$ cat src/hw/rtl/csc_pkg.sv
// Shared types and constants for the cliff sensor classifier.
`timescale 1ns / 1ps
package csc_pkg;

   localparam int ReadingWidth = 12;
   localparam int MarginWidth  = 9;
   localparam int CalWidth     = 32;
   localparam int CodeWidth    = 4;
   localparam int CsrAddrWidth = 5;
   localparam int CsrDataWidth = 32;
   localparam int RegIdxWidth  = 3;

   localparam logic [CalWidth-1:0]     CAL_ERASED   = '1;
   localparam logic [MarginWidth-1:0]  MARGIN_MIN   = 9'd50;
   localparam logic [MarginWidth-1:0]  MARGIN_MAX   = 9'd300;
   localparam logic [MarginWidth-1:0]  MARGIN_RESET = 9'd100;
   localparam logic [ReadingWidth-1:0] BASE_RESET   = 12'd3400;

   // Register indexes (byte address = 4 * index)
   localparam logic [RegIdxWidth-1:0] REG_ENABLE  = 3'd0;
   localparam logic [RegIdxWidth-1:0] REG_MARGIN  = 3'd1;
   localparam logic [RegIdxWidth-1:0] REG_BASE    = 3'd2;
   localparam logic [RegIdxWidth-1:0] REG_CAL_LF  = 3'd3;
   localparam logic [RegIdxWidth-1:0] REG_CAL_LB  = 3'd4;
   localparam logic [RegIdxWidth-1:0] REG_CAL_RF  = 3'd5;
   localparam logic [RegIdxWidth-1:0] REG_CAL_RB  = 3'd6;

   // Sensor pattern bits
   localparam logic [3:0] PAT_NONE = 4'h0;
   localparam logic [3:0] PAT_LF   = 4'h1;
   localparam logic [3:0] PAT_LB   = 4'h2;
   localparam logic [3:0] PAT_RB   = 4'h4;
   localparam logic [3:0] PAT_RF   = 4'h8;
   localparam logic [3:0] PAT_LEFT  = PAT_LF | PAT_LB;
   localparam logic [3:0] PAT_BACK  = PAT_LB | PAT_RB;
   localparam logic [3:0] PAT_RIGHT = PAT_RB | PAT_RF;
   localparam logic [3:0] PAT_FRONT = PAT_LF | PAT_RF;
   localparam logic [3:0] PAT_ALL   = 4'hF;

   // Direction codes
   localparam logic [CodeWidth-1:0] CODE_NONE  = 4'd0;
   localparam logic [CodeWidth-1:0] CODE_LF    = 4'd1;
   localparam logic [CodeWidth-1:0] CODE_LB    = 4'd2;
   localparam logic [CodeWidth-1:0] CODE_RB    = 4'd3;
   localparam logic [CodeWidth-1:0] CODE_RF    = 4'd4;
   localparam logic [CodeWidth-1:0] CODE_LEFT  = 4'd5;
   localparam logic [CodeWidth-1:0] CODE_BACK  = 4'd6;
   localparam logic [CodeWidth-1:0] CODE_RIGHT = 4'd7;
   localparam logic [CodeWidth-1:0] CODE_FRONT = 4'd8;
   localparam logic [CodeWidth-1:0] CODE_OTHER = 4'd9;

   typedef struct packed {
      logic                    sample_valid;
      logic [ReadingWidth-1:0] left_front;
      logic [ReadingWidth-1:0] left_back;
      logic [ReadingWidth-1:0] right_front;
      logic [ReadingWidth-1:0] right_back;
   } csc_req_type;

   typedef struct packed {
      logic [CodeWidth-1:0] cliff_code;
      logic                 suspend_flag;
      logic                 cliff_changed;
      logic                 suspend_changed;
      logic                 stop_request;
   } csc_rsp_type;

   typedef struct packed {
      logic                    enable;
      logic [MarginWidth-1:0]  margin;
      logic [ReadingWidth-1:0] base_level;
      logic [CalWidth-1:0]     cal_left_front;
      logic [CalWidth-1:0]     cal_left_back;
      logic [CalWidth-1:0]     cal_right_front;
      logic [CalWidth-1:0]     cal_right_back;
   } csc_cfg_type;

endpackage

$ cat src/hw/rtl/csc_regs.sv
// APB-style configuration register file for the cliff sensor classifier.
`timescale 1ns / 1ps
module csc_regs (
   input  logic                               clock,
   input  logic                               reset,
   input  logic                               csr_psel,
   input  logic                               csr_penable,
   input  logic                               csr_pwrite,
   input  logic [csc_pkg::CsrAddrWidth-1:0]   csr_paddr,
   input  logic [csc_pkg::CsrDataWidth-1:0]   csr_pwdata,
   output logic [csc_pkg::CsrDataWidth-1:0]   csr_prdata,
   output logic                               csr_pready,
   output csc_pkg::csc_cfg_type               cfg
);
   import csc_pkg::*;

   csc_cfg_type            cfg_ff;
   csc_cfg_type            cfg_in;
   logic                   wr_en;
   logic [RegIdxWidth-1:0] idx;
   logic [MarginWidth-1:0] margin_wr;

   assign csr_pready = 1'b1;
   assign wr_en      = csr_psel & csr_penable & csr_pwrite & csr_pready;
   assign idx        = csr_paddr[CsrAddrWidth-1:2];
   assign margin_wr  = csr_pwdata[MarginWidth-1:0];

   always_comb begin
      cfg_in = cfg_ff;
      if (wr_en) begin
         unique case (idx)
            REG_ENABLE: cfg_in.enable = csr_pwdata[0];
            REG_MARGIN: begin
               if ((margin_wr >= MARGIN_MIN) && (margin_wr <= MARGIN_MAX)) begin
                  cfg_in.margin = margin_wr;
               end
            end
            REG_BASE:   cfg_in.base_level      = csr_pwdata[ReadingWidth-1:0];
            REG_CAL_LF: cfg_in.cal_left_front  = csr_pwdata;
            REG_CAL_LB: cfg_in.cal_left_back   = csr_pwdata;
            REG_CAL_RF: cfg_in.cal_right_front = csr_pwdata;
            REG_CAL_RB: cfg_in.cal_right_back  = csr_pwdata;
            default:    cfg_in = cfg_ff;
         endcase
      end
   end

   always_ff @(posedge clock) begin
      if (reset) begin
         cfg_ff.enable          <= 1'b1;
         cfg_ff.margin          <= MARGIN_RESET;
         cfg_ff.base_level      <= BASE_RESET;
         cfg_ff.cal_left_front  <= CAL_ERASED;
         cfg_ff.cal_left_back   <= CAL_ERASED;
         cfg_ff.cal_right_front <= CAL_ERASED;
         cfg_ff.cal_right_back  <= CAL_ERASED;
      end else begin
         cfg_ff <= cfg_in;
      end
   end

   always_comb begin
      csr_prdata = '0;
      unique case (idx)
         REG_ENABLE: csr_prdata = {{(CsrDataWidth-1){1'b0}}, cfg_ff.enable};
         REG_MARGIN: csr_prdata = {{(CsrDataWidth-MarginWidth){1'b0}}, cfg_ff.margin};
         REG_BASE:   csr_prdata = {{(CsrDataWidth-ReadingWidth){1'b0}}, cfg_ff.base_level};
         REG_CAL_LF: csr_prdata = cfg_ff.cal_left_front;
         REG_CAL_LB: csr_prdata = cfg_ff.cal_left_back;
         REG_CAL_RF: csr_prdata = cfg_ff.cal_right_front;
         REG_CAL_RB: csr_prdata = cfg_ff.cal_right_back;
         default:    csr_prdata = '0;
      endcase
   end

   assign cfg = cfg_ff;

endmodule

$ cat src/hw/rtl/csc_classify.sv
// Threshold compare, pattern decode and suspend logic for one transaction.
`timescale 1ns / 1ps
module csc_classify (
   input  csc_pkg::csc_cfg_type                cfg,
   input  csc_pkg::csc_req_type                req,
   input  logic [csc_pkg::CodeWidth-1:0]       held_code,
   input  logic                                held_suspend,
   output csc_pkg::csc_rsp_type                rsp
);
   import csc_pkg::*;

   logic                 active;
   logic [3:0]           pat;
   logic [CodeWidth-1:0] code;
   logic                 susp;
   logic                 all_above;
   logic                 cchg;
   logic                 schg;

   function automatic logic over_threshold(
      input logic [ReadingWidth-1:0] reading,
      input logic [CalWidth-1:0]     cal,
      input logic [MarginWidth-1:0]  margin,
      input logic [ReadingWidth-1:0] base
   );
      logic [ReadingWidth:0] sum;
      logic                  use_base;
      sum      = {1'b0, reading} + {{(ReadingWidth+1-MarginWidth){1'b0}}, margin};
      use_base = (cal == CAL_ERASED) ||
                 (cal < {{(CalWidth-ReadingWidth){1'b0}}, base});
      if (use_base) begin
         return reading > base;
      end
      return {{(CalWidth-ReadingWidth-1){1'b0}}, sum} > cal;
   endfunction

   assign active = cfg.enable & req.sample_valid;

   always_comb begin
      pat = PAT_NONE;
      if (over_threshold(req.left_front, cfg.cal_left_front, cfg.margin, cfg.base_level))
         pat = pat | PAT_LF;
      if (over_threshold(req.left_back, cfg.cal_left_back, cfg.margin, cfg.base_level))
         pat = pat | PAT_LB;
      if (over_threshold(req.right_back, cfg.cal_right_back, cfg.margin, cfg.base_level))
         pat = pat | PAT_RB;
      if (over_threshold(req.right_front, cfg.cal_right_front, cfg.margin, cfg.base_level))
         pat = pat | PAT_RF;
   end

   assign all_above = (req.left_front > cfg.base_level) && (req.left_back > cfg.base_level) &&
                      (req.right_back > cfg.base_level) && (req.right_front > cfg.base_level);

   always_comb begin
      code = held_code;
      susp = held_suspend;
      if (active) begin
         unique case (pat)
            PAT_NONE:  code = CODE_NONE;
            PAT_LF:    code = CODE_LF;
            PAT_LB:    code = CODE_LB;
            PAT_RB:    code = CODE_RB;
            PAT_RF:    code = CODE_RF;
            PAT_LEFT:  code = CODE_LEFT;
            PAT_BACK:  code = CODE_BACK;
            PAT_RIGHT: code = CODE_RIGHT;
            PAT_FRONT: code = CODE_FRONT;
            PAT_ALL:   code = held_code;
            default:   code = CODE_OTHER;
         endcase
         if (pat == PAT_NONE) begin
            susp = 1'b0;
         end
         if (all_above) begin
            susp = 1'b1;
         end
      end
   end

   assign cchg = active && (code != held_code);
   assign schg = active && (susp != held_suspend);

   assign rsp.cliff_code      = code;
   assign rsp.suspend_flag    = susp;
   assign rsp.cliff_changed   = cchg;
   assign rsp.suspend_changed = schg;
   assign rsp.stop_request    = cchg && (code != CODE_NONE);

endmodule

$ cat src/hw/rtl/cliff_sensor_classifier_top.sv
// Top level of the cliff sensor classifier: input and result registers, held state.
`timescale 1ns / 1ps
// Classifies four floor-sensor readings per transaction into a cliff direction
// code, a suspend flag, change events and a stop request. One result comes out
// for every transaction. It passes the input register, the single classify
// stage and the result register, which offers it on rsp_. A transaction can
// be accepted every cycle while the result register is free. The held code
// and suspend flag update when a transaction leaves the input register, so
// back-to-back transactions see the state left by the one before. Disabled
// or stale transactions return the held code and flag with no events. Registers
// are on the csr_ port at byte address 4 * index: enable, margin, base_level,
// then the four calibrations (LF, LB, RF, RB). Margin writes outside 50..300
// are dropped. Write configuration only while no transaction is in flight.
module cliff_sensor_classifier_top (
   input  logic                               clock,
   input  logic                               reset,
   input  logic                               req_valid,
   output logic                               req_stall,
   input  csc_pkg::csc_req_type               req_data,
   output logic                               rsp_valid,
   input  logic                               rsp_stall,
   output csc_pkg::csc_rsp_type               rsp_data,
   input  logic                               csr_psel,
   input  logic                               csr_penable,
   input  logic                               csr_pwrite,
   input  logic [csc_pkg::CsrAddrWidth-1:0]   csr_paddr,
   input  logic [csc_pkg::CsrDataWidth-1:0]   csr_pwdata,
   output logic [csc_pkg::CsrDataWidth-1:0]   csr_prdata,
   output logic                               csr_pready
);
   import csc_pkg::*;

   csc_cfg_type          cfg;
   csc_rsp_type          rsp_calc;

   logic                 in_valid_ff;
   logic                 in_valid_in;
   csc_req_type          in_data_ff;
   csc_req_type          in_data_in;
   logic                 out_valid_ff;
   logic                 out_valid_in;
   csc_rsp_type          out_data_ff;
   csc_rsp_type          out_data_in;
   logic [CodeWidth-1:0] held_code_ff;
   logic [CodeWidth-1:0] held_code_in;
   logic                 held_susp_ff;
   logic                 held_susp_in;

   logic                 out_free;
   logic                 advance;
   logic                 req_take;

   csc_regs u_regs (
      .clock       (clock),
      .reset       (reset),
      .csr_psel    (csr_psel),
      .csr_penable (csr_penable),
      .csr_pwrite  (csr_pwrite),
      .csr_paddr   (csr_paddr),
      .csr_pwdata  (csr_pwdata),
      .csr_prdata  (csr_prdata),
      .csr_pready  (csr_pready),
      .cfg         (cfg)
   );

   csc_classify u_classify (
      .cfg          (cfg),
      .req          (in_data_ff),
      .held_code    (held_code_ff),
      .held_suspend (held_susp_ff),
      .rsp          (rsp_calc)
   );

   assign out_free  = ~out_valid_ff | ~rsp_stall;
   assign advance   = in_valid_ff & out_free;
   assign req_stall = in_valid_ff & ~out_free;
   assign req_take  = req_valid & ~req_stall;

   assign in_valid_in  = req_take | (in_valid_ff & ~advance);
   assign in_data_in   = req_take ? req_data : in_data_ff;
   assign out_valid_in = advance | (out_valid_ff & rsp_stall);
   assign out_data_in  = advance ? rsp_calc : out_data_ff;
   assign held_code_in = advance ? rsp_calc.cliff_code : held_code_ff;
   assign held_susp_in = advance ? rsp_calc.suspend_flag : held_susp_ff;

   always_ff @(posedge clock) begin
      if (reset) begin
         in_valid_ff  <= 1'b0;
         out_valid_ff <= 1'b0;
         held_code_ff <= CODE_NONE;
         held_susp_ff <= 1'b0;
      end else begin
         in_valid_ff  <= in_valid_in;
         out_valid_ff <= out_valid_in;
         held_code_ff <= held_code_in;
         held_susp_ff <= held_susp_in;
      end
   end

   always_ff @(posedge clock) begin
      in_data_ff  <= in_data_in;
      out_data_ff <= out_data_in;
   end

   assign rsp_valid = out_valid_ff;
   assign rsp_data  = out_data_ff;

endmodule

$ cat config.mk
export PLATFORM = sky130hd
export DESIGN_NAME = cliff_sensor_classifier_top
export DESIGN_NICKNAME = d
export VERILOG_FILES = /design/src/hw/rtl/csc_pkg.sv /design/src/hw/rtl/csc_regs.sv /design/src/hw/rtl/csc_classify.sv /design/src/hw/rtl/cliff_sensor_classifier_top.sv
export SDC_FILE = /design/constraint.sdc
export NUM_CORES = 1
export LEC_CHECK = 0
export ABC_AREA = 0
export BUFFER_PORTS_ARGS = -buffer_cell sky130_fd_sc_hd__buf_2
export CAP_MARGIN = 0
export CORE_MARGIN = 1
export CORE_UTILIZATION = 32
export CTS_BUF_LIST = sky130_fd_sc_hd__clkbuf_16
export DETAILED_ROUTE_END_ITERATION = 10
export GPL_TIMING_DRIVEN = 1
export PLACE_DENSITY = 0.46
export SYNTH_ARGS = -nofsm -noshare
export SYNTH_HDL_FRONTEND = slang
export SYNTH_SLANG_ARGS = --single-unit
export TNS_END_PERCENT = 10
$ cat constraint.sdc
create_clock -name clock -period 5.54 [get_ports clock]
set_input_delay 0 -clock clock [delete_from_list [all_inputs] [get_ports clock]]
set_output_delay 0 -clock clock [all_outputs]
set_load 0.02 [all_outputs]
==> results of run 1 <==
[routing by layer]
metal | vias to the layer above | global-route usage | part of all wire
met5 | - | 0 | 0
met4 | 0 | 0.06172 | 0.026
met3 | 71 | 0.03026 | 0.046
met2 | 326 | 0.3870 | 0.46
met1 | 6078 | 0.3137 | 0.47
li1 | 6111 | - | -
[cells in the final DEF (no fill, tap or decap), types with 26 or more instances in the layout]
| cell type | Yosys | layout |
|---|---|---|
| ha_1 | 180 | 180 |
| dfxtp_1 | 157 | 157 |
| a211o_1 | 139 | 139 |
| buf_2 | 3 | 131 |
| inv_1 | 111 | 114 |
| nor2_1 | 110 | 105 |
| nor2b_1 | 97 | 96 |
| dlygate4sd3_1 | 0 | 84 |
| a21oi_1 | 87 | 83 |
| nand2_1 | 77 | 77 |
| edfxtp_1 | 57 | 57 |
| nand4_1 | 53 | 53 |
| buf_4 | 2 | 49 |
| o21ai_0 | 37 | 31 |
| clkbuf_16 | 0 | 29 |
| nor4_1 | 27 | 26 |
[per-stage QoR]
step	hold slack, ps	worst slack, ps	total power [uW]	area [um2]	util
5_1_grt	28.43	0.5369	4215	17320	0.4012
2_1_floorplan	98.87	837.7	2081	14050	-
4_1_cts	7.755	139.0	4088	17260	0.3999
3_3_place_gp	176.2	199.1	2298	15570	0.3607
3_5_place_dp	178.1	139.8	2307	15570	0.3607
6_report	-22.82	330.0	4052	17320	0.4012
[path summary, 6_finish.rpt]
| check | slack, ps | start | endpoint |
|---|---|---|---|
| setup / recovery | 330 | u_regs.cfg[141] | rsp_data[0] |
| hold / removal | -20 | reset | held_code_ff[0] |
| setup reg to reg | 330 | u_regs.cfg[141] | rsp_data[0] |
| hold reg to reg | 480 | u_regs.cfg[130] | u_regs.cfg[130] |
[flip-flops by register name (all words and copies together), names as in the netlist]
register and cells:
in_data_ff 49, u_regs.cfg 150, in_valid_ff 1, rsp_valid 1, held_code_ff 4, rsp_data 8, held_susp_ff 1
[cell type report]
cell class                 count  area share
multi-input combinational   1121      0.4966
sequential                   214      0.2803
timing repair buffer         264      0.1076
tap                          585     0.04226
clock buffer                  29     0.04190
inverter                     111     0.02405
clock inverter                20    0.007296
[what timing repair did]
item,in CTS,in global routing
gates resized for setup,0,20
hold buffers,84,0
buffers inserted,0,0
endpoints found under the hold margin,211,0
endpoints found under the setup margin,0,5
[worst register-to-register path: stages, from the launching register on]
cell       delay [ps]
dfxtp_1           390
inv_1             120
buf_4             200
fa_1              470
inv_1              70
a21oi_1            60
o21ai_1           210
a21o_1            160
a21o_1            150
a21oi_1            80
o21ai_0           250
a21o_1            160
nand2_1            70
xnor2_1           140
ha_1              290
and4_1            240
nand2_1           100
a2111oi_1         400
o211a_1           290
nor2_1             70
buf_4             190
xnor2_2           160
o221a_2           260
o211ai_2          140
and4b_1           230
nor3_1             60
[kinds of logic after synthesis]
group	synth area share
simple gates	0.1679
compound gates	0.2292
flops	0.3454
fa+ha+maj	0.1659
buf+inv	0.04967
xor+xnor	0.02493
mux	0.01665
other cells	0.0002668
[power groups by stage]
stage | logic [uW] | clock network (uW) | registers [uW]
floorplan | 368 | 0 | 1710
global route | 693 | 1830 | 1700
finish | 636 | 1730 | 1690
CTS | 630 | 1770 | 1690
global placement | 573 | 0 | 1730
detailed placement | 582 | 0 | 1730
==> qor.yml, run 1 <==
outcome:
  violations: "hold timing"
  status: "finished with violations"
worst_setup_path:
  startpoint_type: "flip-flop"
  crit_required_ps: 5840
  critPathCaptureType: "flip-flop"
  crit_family: "compound AO/OA/AOI/OAI gates"
  cp_num_buf_inv: 4
  critical_path_depth: 25
  critPathMostFrequentCell: "a21o_1"
  critPathMaxStageDelay_ps: 470
  critPathArrivalTime_ps: 5510
  r2r_cells: 25
  crit_slowest_cell: "fa_1"
  crit_fanout: 11
  path_class: "reg -> reg"
synthesis:
  synth_area_leaders: "dfxtp_1 22%, ha_1 16%, edfxtp_1 12%, a211o_1 8.7%, nor2b_1 4.3%"
  yosysWarnings: 0
  synth_common_cells: "180 x ha_1, 157 x dfxtp_1, 139 x a211o_1, 111 x inv_1, 110 x nor2_1"
  yosys.area.top_type: "dfxtp_1"
  synth_most_common_cell: "ha_1"
  netlist_area_um2: 14050
  yosysSeqAreaShare: 0.3454
  ys_types: 77
  synth_area_per_cell_um2: 9.259
  ys.flop_type: "dfxtp_1"
  synth-edff-count: 57
  synth-seq-cells: 214
  synth_top_cell_area_share: 0.2236
  synth_cells: 1518
  syn_nets: 1795
  synthArstFlopShare: 0
power_and_ir_drop:
  p_per_area_nw_per_um2: 234.0
  p_leak_uw: 0.007573
  p_seq_frac: 0.417
  p_clk_frac: 0.426
  p_switching_uw: 1147
  internal_power_uw: 2906
  p_sw_frac: 0.2829
  p_comb_frac: 0.157
  vdd_ir_drop_max_uv: 238.4
detailed_routing:
  first_pass_iters: 6
  antenna_left: 0
  routed_wl_mm: 52.24
  drc: 0
  drt-vias-per-instance: 5.369
  vias: 12590
  drtIter0Drc: 796
  wl_per_cell_um: 22.29
global_route:
  grt_first_pass_wirelength_mm: 76.62
  grt_pass1_vias: 12090
  grt_use_total: 0.2321
  antenna_found_initial: 1
  gr-total-overflow: 0
  grt_max_degree: 83
finish:
  drive_gt1_frac: 0.1444
  fin_cells: 2344
  area_growth_pct: 23.24
  regArea_um2: 4855
  diodes: 0
  multi_input_area_um2: 8602
  fill_cells: 4402
  fin_nets: 2016
sta:
  max-slew-margin-rel: 0.1920
  final_hold_viol_count: 3
  report.final.setup_viol: 0
  finalSetupTns_ps: 0
  period_minus_slack_ps: 5210
  clock_skew_ps: 14.06
  slew_violations: 0
  timing_worst_slew_pin_value_ps: 1212
  maxClockFrequency_mhz: 191.9
  period_share: 0.9404
  rsz0062_at_grt: "false"
  hold-worst-slack_ps: -22.82
die:
  die_h_um: 211.6
  ios: 136
  row_count: 76
  initial_core_util: 0.3256
  core_area_um2: 43170
  dieArea_um2: 44760
  die_w_um: 211.6
placement:
  gp_congestion: 0.9042
  portBuffers: 132
  placedCellCount: 2211
  hpwl_mm: 39.34
clock_tree:
  cts-buffers-inserted: 27
  cts_tree: "built"
  clock-sinks: 214
  htreeDepth: 1
  clock_path_buffers: 3
  path_clk_slew_ps: 60
  clock_latency_ps: 570
  clock-root-buffer: "clkbuf_16"
flow_run:
  max-cap-violations: 0
hold_path:
  hold_path.class: "in -> reg"
  min_path_cells: 2
(Power assumes the default switching activity.)
==> run 2, diff against run 1 <==
--- a/config.mk
+++ b/config.mk
@@ -7,3 +7,3 @@
 export LEC_CHECK = 0
-export ABC_AREA = 0
+export ABC_AREA = 1
 export BUFFER_PORTS_ARGS = -buffer_cell sky130_fd_sc_hd__buf_2
==> constraint.sdc (replaced) <==
create_clock -name clock -period 5.54 [get_ports clock]
set_input_delay 0.277 -clock clock [delete_from_list [all_inputs] [get_ports clock]]
set_output_delay 0.277 -clock clock [all_outputs]
set_load 0.02 [all_outputs]
==> run 2 against run 1 <==
Against the previous run:
- the flow now finishes without violations
- synthesized area increased by 2.7%
- highest routed layer unchanged
- first-iteration DRC count increased by 7.7%
- worst hold slack improved by 41 ps
- critical path type unchanged
- non-clock buffer count decreased by 50
==> qor.yml, run 2 <==
outcome:
  status: "completed"
detailed_routing:
  vias: 13710
  wl_per_cell_um: 19.13
  routed_wl_mm: 52.03
  drt-vias-per-instance: 5.041
  first_pass_iters: 5
  drtIter0Drc: 857
  antenna_left: 0
  drc: 0
clock_tree:
  clock-root-buffer: "clkbuf_16"
  clock_path_buffers: 3
  cts-buffers-inserted: 27
  clock_latency_ps: 560
  clock-sinks: 214
  htreeDepth: 1
  path_clk_slew_ps: 60
  cts_tree: "built"
placement:
  portBuffers: 132
  placedCellCount: 2607
  hpwl_mm: 40.14
  dp_slack_ps: 161.5
  gp_congestion: 0.8911
synthesis:
  ys.flop_type: "dfxtp_1"
  netlist_area_um2: 14440
  yosysWarnings: 0
  synth-edff-count: 57
  syn_nets: 2201
  synth_cells: 1924
  synth_top_cell_area_share: 0.2177
  yosys.area.top_type: "dfxtp_1"
  synth_common_cells: "415 x nand2_1, 244 x inv_1, 180 x ha_1, 178 x a21oi_1, 157 x dfxtp_1"
  ys_types: 51
  synthArstFlopShare: 0
  synth_area_per_cell_um2: 7.504
  synth-seq-cells: 214
  yosysSeqAreaShare: 0.3363
  synth_area_leaders: "dfxtp_1 22%, ha_1 16%, edfxtp_1 12%, nand2_1 11%, inv_1 6.3%"
  synth_most_common_cell: "nand2_1"
power_and_ir_drop:
  p_per_area_nw_per_um2: 239.0
  vdd_ir_drop_max_uv: 214.9
  p_leak_uw: 0.008729
worst_setup_path:
  critical_path_depth: 31
  crit_slowest_cell: "fa_1"
  timing.rr.start: "u_regs.cfg[141]"
  r2r_end: "rsp_data[2]"
  critPathArrivalTime_ps: 5340
  r2r_cells: 31
  critPathCaptureType: "flip-flop"
  crit_family: "simple AND/OR/NAND/NOR gates"
  cp_num_buf_inv: 5
  crit_required_ps: 5840
  critPathMaxStageDelay_ps: 490
  critPathMostFrequentCell: "nand2_1"
  critPathLaunch: "u_regs.cfg[141]"
  crit_fanout: 6
  crit_path_end: "rsp_data[2]"
  path_class: "reg -> reg"
  r2r_slack_ps: 500
  startpoint_type: "flip-flop"
finish:
  fin_util: 0.3898
  largest_reg_flops: 150
  layout_common_cells: "415 x nand2_1, 248 x inv_1, 180 x ha_1"
  area_growth_pct: 19.65
  fin_nets: 2385
  drive_gt1_frac: 0.1227
  diodes: 0
  layout_commonest_cell: "nand2_1"
  fin_cells: 2719
die:
  core_area_um2: 44320
  dieArea_um2: 45970
  ios: 136
  die_h_um: 214.4
  row_count: 77
  die_w_um: 214.4
  initial_core_util: 0.3258
hold_path:
  hold_path.class: "in -> reg"
global_route:
  grt_first_pass_wirelength_mm: 79.31
  use_met2: 0.3900
  grt_util_met1: 0.2946
  antenna_found_initial: 0
  grt_pass1_vias: 13390
  grt_use_total: 0.2244
  grt_busiest_layer: "met2"
  grt_util_met3: 0.02213
  gr-total-overflow: 0
  grt_max_degree: 82
sta:
  timing_worst_slew_pin_value_ps: 986.9
  rsz0062_at_grt: "false"
  period_share: 0.9096
  clock_skew_ps: 10.86
  max-slew-margin-rel: 0.3421
  maxClockFrequency_mhz: 198.4
  final_hold_viol_count: 0
  report.final.setup_viol: 0
  setup_ws_ps: 500.6
  slew_violations: 0
  finalSetupTns_ps: 0
  period_minus_slack_ps: 5039
flow_run:
  max-cap-violations: 0
==> run 2: changes by cell type in the layout (fill, tap and decap cells not counted), moves of 61 or more <==
cell / previous run / this run
nand2_1: 77 / 415
nor2b_1: 96 / 0
a211o_1: 139 / 0
inv_1: 114 / 248
nand3_1: 23 / 84
a21oi_1: 83 / 178
o21ai_0: 31 / 118
==> run 2: repair_timing <==
item	4_1_cts	5_1_grt
hold buffers	62	0
setup endpoints to repair	0	10
endpoints found under the hold margin	79	0
buffers inserted	0	2
resized for setup	0	8
==> run 2: through the flow <==
| step | cell area, um2 | hold slack [ps] | total power (uW) |
|---|---|---|---|
| after global placement | 15780 | 453.7 | 2385 |
| after global routing | 17280 | 16.69 | 4322 |
| after detailed placement | 15780 | 455.1 | 2395 |
| final | 17280 | 18.61 | 4129 |
| after floorplan | 14440 | 375.9 | 2147 |
| after CTS | 17240 | 0.7049 | 4170 |
==> run 2: how the worst min path moves through the flow <==
stage	startpoint	to	slack [ps]	cells after the start
6_report	csr_pwdata[12]	u_regs.cfg[12]	20	3
5_1_grt	csr_pwdata[12]	u_regs.cfg[12]	20	3
4_1_cts	csr_pwdata[12]	u_regs.cfg[12]	0.7	3
3_5_place_dp	req_data[19]	in_data_ff[19]	460	1
3_3_place_gp	req_data[41]	in_data_ff[41]	450	1
2_1_floorplan	req_data[0]	in_data_ff[0]	380	0
==> run 2: kinds of logic (layout without fill, tap and decap cells) <==
logic type / count (synthesis) / count (layout) / share of synthesized area
XOR/XNOR: 37 / 37 / 0.02245
flip-flops: 214 / 214 / 0.3363
AND/OR/NAND/NOR: 744 / 744 / 0.2245
adder cells (fa/ha/maj): 184 / 184 / 0.1615
buffers and inverters: 322 / 525 / 0.08450
other: 1 / 1 / 0.0002597
AO/OA/AOI/OAI: 422 / 422 / 0.1705
==> run 2: per-layer routing <==
metal	vias to the layer above	wire, um
met5	-	0
met4	0	1407
met3	66	2104
met2	320	24570
met1	6412	23950
li1	6909	-
==> run 2: cell type report <==
class,count,area [um2]
multi-input combinational,1388,8409
sequential,214,4857
clock inverter,21,170.2
clock buffer,27,675.6
timing repair buffer,214,1431
tap,592,740.7
fill,4682,27040
inverter,263,991.0
==> run 2: power by group <==
group	internal (uW)	switching (uW)
clock network	1020	719
logic	257	446
registers	1650	37.0
==> run 2: worst reg2reg max path, delay by kind of cell (launching register included) <==
family	cells	cell delay, ps
buffers and inverters	5	470
XOR/XNOR	1	280
adder cells (fa/ha/maj)	2	780
AND/OR/NAND/NOR	18	1660
flip-flops	1	440
AO/OA/AOI/OAI	5	1140
